File: src/rtl/assert_macros.svh
// Assertion macros used by row_range_reduction.
// Depends on a clock named clk and an active-low reset named arst_n in scope.
`ifndef ASSERT_MACROS_SVH
`define ASSERT_MACROS_SVH

// Same-cycle implication, checked outside reset.
`define ASSERT_IMPL(label, ante, cons, msg) \
	label: assert property (@(posedge clk) disable iff (!arst_n) (ante) |-> (cons)) \
		else $error(msg);

// Next-cycle implication, checked outside reset.
`define ASSERT_NEXT(label, ante, cons, msg) \
	label: assert property (@(posedge clk) disable iff (!arst_n) (ante) |=> (cons)) \
		else $error(msg);

`endif

File: src/rtl/rrr_pkg.sv
// Shared types and constants for the row range reduction block.
// No dependencies; used by rrr_row_alu and row_range_reduction.
package rrr_pkg;

	localparam int DEFAULT_ROWS        = 1024;
	localparam int DEFAULT_VALUE_WIDTH = 32;

	localparam int ROW_W   = 10;
	localparam int OUT_W   = 32;
	localparam int COUNT_W = 12;
	localparam logic [COUNT_W-1:0] COUNT_MAX = '1;

	// configuration register indexes
	localparam int CFG_IDX_W = 2;
	localparam logic [CFG_IDX_W-1:0] CFG_REMOVE_MISSING  = 2'd0;
	localparam logic [CFG_IDX_W-1:0] CFG_SPARSE_MODE     = 2'd1;
	localparam logic [CFG_IDX_W-1:0] CFG_FULL_ROW_LENGTH = 2'd2;

	// opcodes
	localparam logic OP_ACCUM = 1'b0;
	localparam logic OP_READ  = 1'b1;

	typedef struct packed {
		logic               remove_missing;
		logic               sparse_mode;
		logic [COUNT_W-1:0] full_row_length;
	} cfg_t;

	// per-row flags stored beside min/max
	typedef struct packed {
		logic               missing;
		logic               seen;
		logic [COUNT_W-1:0] count;
	} row_flags_t;

	typedef struct packed {
		logic empty;
		logic missing;
	} res_flags_t;

endpackage

File: src/rtl/rrr_row_alu.sv
// Read-modify-write logic for one row entry: accumulate update or read and clear.
// Depends on rrr_pkg.
module rrr_row_alu #(
	parameter int VALUE_WIDTH = rrr_pkg::DEFAULT_VALUE_WIDTH
) (
	input  rrr_pkg::cfg_t                   cfg,
	input  logic                            op,
	input  logic                            row_ok,
	input  logic signed [VALUE_WIDTH-1:0]   value,
	input  logic                            entry_missing,
	input  logic signed [VALUE_WIDTH-1:0]   old_min,
	input  logic signed [VALUE_WIDTH-1:0]   old_max,
	input  rrr_pkg::row_flags_t             old_flags,
	output logic signed [VALUE_WIDTH-1:0]   new_min,
	output logic signed [VALUE_WIDTH-1:0]   new_max,
	output rrr_pkg::row_flags_t             new_flags,
	output logic signed [rrr_pkg::OUT_W-1:0] res_min,
	output logic signed [rrr_pkg::OUT_W-1:0] res_max,
	output rrr_pkg::res_flags_t             res_flags
);
	import rrr_pkg::*;

	localparam logic signed [VALUE_WIDTH-1:0] MOST_POS = {1'b0, {(VALUE_WIDTH-1){1'b1}}};
	localparam logic signed [VALUE_WIDTH-1:0] MOST_NEG = {1'b1, {(VALUE_WIDTH-1){1'b0}}};
	localparam logic signed [VALUE_WIDTH-1:0] ZERO     = '0;

	logic signed [VALUE_WIDTH-1:0] mn;
	logic signed [VALUE_WIDTH-1:0] mx;
	logic                          rmiss;
	logic                          rseen;
	logic [COUNT_W-1:0]            cnt;

	always_comb begin
		new_min   = old_min;
		new_max   = old_max;
		new_flags = old_flags;
		mn        = MOST_POS;
		mx        = MOST_NEG;
		rmiss     = 1'b0;
		rseen     = 1'b0;
		cnt       = '0;
		if (op == OP_ACCUM) begin
			if (cfg.sparse_mode && old_flags.count != COUNT_MAX) begin
				new_flags.count = old_flags.count + 1'b1;
			end
			if (entry_missing) begin
				if (!cfg.remove_missing) begin
					new_flags.missing = 1'b1;
				end
			end else if (!old_flags.missing) begin
				if (value < old_min) begin
					new_min = value;
				end
				if (value > old_max) begin
					new_max = value;
				end
				new_flags.seen = 1'b1;
			end
		end else begin
			// read clears the row
			new_min   = MOST_POS;
			new_max   = MOST_NEG;
			new_flags = '0;
			if (row_ok) begin
				mn    = old_min;
				mx    = old_max;
				rmiss = old_flags.missing;
				rseen = old_flags.seen;
				cnt   = old_flags.count;
			end
			if (rmiss) begin
				mn = ZERO;
				mx = ZERO;
			end else if (cfg.sparse_mode && cnt < cfg.full_row_length) begin
				// unlisted entries count as zeros
				if (mn > ZERO) begin
					mn = ZERO;
				end
				if (mx < ZERO) begin
					mx = ZERO;
				end
			end
		end
		res_min           = OUT_W'(mn);
		res_max           = OUT_W'(mx);
		res_flags.missing = rmiss;
		res_flags.empty   = !rseen;
	end

endmodule

File: config.mk
export PLATFORM = sky130hd
export DESIGN_NAME = rrr_row_alu
export DESIGN_NICKNAME = d
export VERILOG_FILES = /design/src/rtl/assert_macros.svh /design/src/rtl/rrr_pkg.sv /design/src/rtl/rrr_row_alu.sv
export SDC_FILE = /design/constraint.sdc
export NUM_CORES = 1
export LEC_CHECK = 0
export ABC_AREA = 1
export CAP_MARGIN = 30
export CORE_MARGIN = 4
export CORE_UTILIZATION = 39
export DETAILED_ROUTE_END_ITERATION = 8
export DONT_BUFFER_PORTS = 1
export PLACE_DENSITY = 0.63
export REMOVE_ABC_BUFFERS = 1
export SYNTH_ARGS = -nofsm -noshare
export SYNTH_HDL_FRONTEND = slang
export SYNTH_SLANG_ARGS = --single-unit
File: constraint.sdc
create_clock -name vclk -period 9.9
set_clock_uncertainty 0.15 [all_clocks]
set_input_delay 1.98 -clock vclk [all_inputs]
set_output_delay 1.98 -clock vclk [all_outputs]
set_load 0.005 [all_outputs]
==> impl_metrics.sql <==
INSERT INTO impl_metrics (metric_group, metric, value, unit) VALUES
('status', 'status', 'finished clean', ''),
('detailed_routing', 'drc', '0', ''),
('detailed_routing', 'detail-route-antenna-nets', '0', ''),
('power', 'worst_ir_drop_vdd', '0.0290', 'mV'),
('grt', 'grt_pass1_wl', '28.4', 'mm'),
('detailed_routing', 'dr_vias', '5781', ''),
('critical_path', 'worst_path_max_delay_cell', 'a41oi_4', ''),
('detailed_routing', 'drt_first_iter_violations', '312', ''),
('grt', 'grt_max_degree', '65', ''),
('synth', 'syn_inst', '930', ''),
('synth', 'synth-adder-area-share', '19.7', '%'),
('cells_and_area', 'seq_cells', '0', ''),
('floorplanning', 'effective_utilization_at_floorplan', '39.8', '%'),
('synth', 'synth_sequential_area_ratio', '0', '%'),
('cells_and_area', 'layout.core_utilization', '39.8', '%'),
('cells_and_area', 'nFillCells', '1383', ''),
('floorplanning', 'design.core.area', '0.0120', 'mm2'),
('timing', 'worst-slew-pin-transition', '0.983', 'ns'),
('timing', 'timing.final.crit_period', '6.60', 'ns'),
('critical_path', 'crit_path_max_incr_delay', '0.51', 'ns'),
('power', 'cellLeakagePower', '2.92', 'nW'),
('grt', 'grtUsageTotal', '24.0', '%'),
('place', 'placement.cell_area', '0.00476', 'mm2'),
('grt', 'grt_antenna_before_repair', '0', ''),
('detailed_routing', 'drt_pass1_iterations', '6', ''),
('place', 'globalplace.congestion', '0.888', ''),
('timing', 'worst_slew_margin_rel', '34.3', '%'),
('cells_and_area', 'area.sequential', '0', 'um2'),
('flow_run', 'maxCapViolations', '0', ''),
('synth', 'netlist.top_cell.by_area', 'ha_1', ''),
('timing', 'final_min_period_over_clock_period', '66.6', '%'),
('synth', 'synth_xor_area_share', '0.552', '%'),
('timing', 'report.final.hold_viol_count', '0', ''),
('timing', 'setup_violations', '0', ''),
('hold_path', 'min-delay-path-class', 'in2out', ''),
('cells_and_area', 'finalInstanceArea', '0.00476', 'mm2'),
('cts', 'post_cts.resized_instances', '0', ''),
('timing', 'fmax', '0.152', 'GHz'),
('critical_path', 'crit_type', 'in2out', ''),
('detailed_routing', 'totalWireLength', '18.1', 'mm'),
('synth', 'multiplexer_fraction_of_the_synthesized_cell_area', '0', '%'),
('cells_and_area', 'finalNetCount', '1089', ''),
('place', 'dp_hpwl', '13.9', 'mm'),
('timing', 'postLayoutSetupSlackWorst', '3.30', 'ns'),
('timing', 'fin_setup_tns', '0', 'ns'),
('cells_and_area', 'post_route_cells_drive_above_1_share', '2.49', '%'),
('synth', 'synth_top_family_by_area', 'simple AND/OR/NAND/NOR gates', ''),
('detailed_routing', 'route.detailed.vias_per_inst', '5.60', ''),
('synth', 'share_of_the_synthesized_area_in_compound_gates_ao_oa_aoi_oai', '15.5', '%'),
('critical_path', 'critPathLaunchType', 'input port', ''),
('power', 'power.density_cell_area', '44.7', 'mW/mm2'),
('floorplanning', 'std_cell_rows', '40', ''),
('cells_and_area', 'clock_buffers', '0', ''),
('synth', 'synthTopCellsByArea', 'ha_1, nand2_1, inv_1', ''),
('floorplanning', 'io_pins', '271', ''),
('synth', 'synth_simple_gate_area_share', '43.8', '%'),
('grt', 'residual_overflow_from_global_routing', '0', ''),
('critical_path', 'critPathArrivalTime', '4.47', 'ns'),
('cells_and_area', 'n_antenna_cell', '0', ''),
('grt', 'vias_in_the_first_global_route', '5338', ''),
('floorplanning', 'floorplan.die_area', '0.0140', 'mm2'),
('synth', 'avg_synthesized_cell_area', '5.12', 'um2'),
('detailed_routing', 'wl_per_cell', '17.6', 'um'),
('floorplanning', 'chipHeight', '118', 'um'),
('place', 'pre_cts_ws', '3.34', 'ns'),
('synth', 'synth.cell_area', '0.00476', 'mm2'),
('synth', 'yosysTopAreaCellShare', '19.7', '%'),
('timing', 'rsz0062_at_grt', 'false', ''),
('floorplanning', 'die_w', '118', 'um'),
('cells_and_area', 'post_synthesis_to_final_layout_area_growth', '0.0789', '%'),
('synth', 'synth.distinct_cells', '31', ''),
('critical_path', 'cp_top_family', 'simple AND/OR/NAND/NOR gates', ''),
('critical_path', 'critical_path.cell_chain', 'inv_1 -> ha_1 -> nand2_1 -> nor2_1 -> nand3_1 -> nor4_4 -> a41oi_4 -> buf_4 -> nand3_1 -> nand2_1 -> nor2_1', ''),
('critical_path', 'endpoint_kind', 'primary output', ''),
('critical_path', 'crit_required', '7.77', 'ns'),
('critical_path', 'critical_path.max_fanout', '33', ''),
('timing', 'finalMaxSlewViolations', '0', ''),
('synth', 'synth_warnings', '0', ''),
('critical_path', 'critPathBufInv', '2', ''),
('cts', 'cts_hold_buffers', '0', ''),
('place', 'portBuffers', '0', ''),
('cts', 'postCtsSetupRepairBufs', '0', '');
==> synthesized netlist by cell type, types with 2 or more instances <==
library cell and number:
o21a_1 2, nand4_1 46, o21ai_1 22, buf_4 7
nand2_2 2, nand3b_1 2, a21oi_1 69, nand2_1 195
buf_2 13, o21ai_0 38, a31oi_1 2, ha_1 75
nand3_1 113, nor2_1 102, nor3_1 6, xnor2_1 2
nor4_1 5, inv_1 181, inv_2 2, a211oi_1 3
buf_6 4, clkbuf_1 30
==> layout make-up <==
type / count / area [um2] / area share (%)
well taps: 147 / 184 / 3.86
inverters: 183 / 687 / 14.4
multi-input cells: 691 / 3810 / 80.0
repair buffers: 11 / 82.6 / 1.73
==> routing by layer <==
| layer | wire [um] | vias up | track usage [%] |
|---|---|---|---|
| met4 | 240 | 0 | 3.40 |
| li1 | - | 2927 | - |
| met3 | 1580 | 21 | 5.31 |
| met2 | 8690 | 267 | 42.2 |
| met5 | 0 | - | 0 |
| met1 | 7630 | 2566 | 30.7 |
==> power by group <==
group / switching (mW) / total [mW] / internal (mW)
clock network: 0 / 0 / 0
logic: 0.144 / 0.213 / 0.0693
registers: 0 / 0 / 0
==> cells by family after synthesis <==
group,after synthesis
buffers and inverters,239
AOI/OAI and AO/OA,140
adders and majority gates,75
xor gates and xnor gates,3
and+or+nand+nor,473
==> layout by cell type (no fill, tap or decap), types with 3 or more instances in the layout <==
master,instances
o21ai_1,22
buf_4,11
a21oi_1,69
nand2_1,195
a211oi_1,3
ha_1,75
nor2_1,102
nor4_1,5
nor3_1,5
o21ai_0,38
inv_1,180
inv_2,3
nand3_1,113
nand4_1,46
==> per-stage QoR <==
step,total power [mW],cells,hold slack [ns]
finish,0.213,1032,3.85
global route,0.246,1032,3.85
CTS,0.214,1032,3.85
detailed placement,0.214,1032,3.85
global placement,0.210,1032,3.85
floorplan,0.157,874,3.84
==> path summary, 6_finish.rpt <==
check	start	to	slack [ns]	cells after the start
worst max-delay path	old_max[31]	new_max[3]	3.30	11
worst min-delay path	op	new_flags[12]	3.85	1
Power figures use the tool's default switching activity.
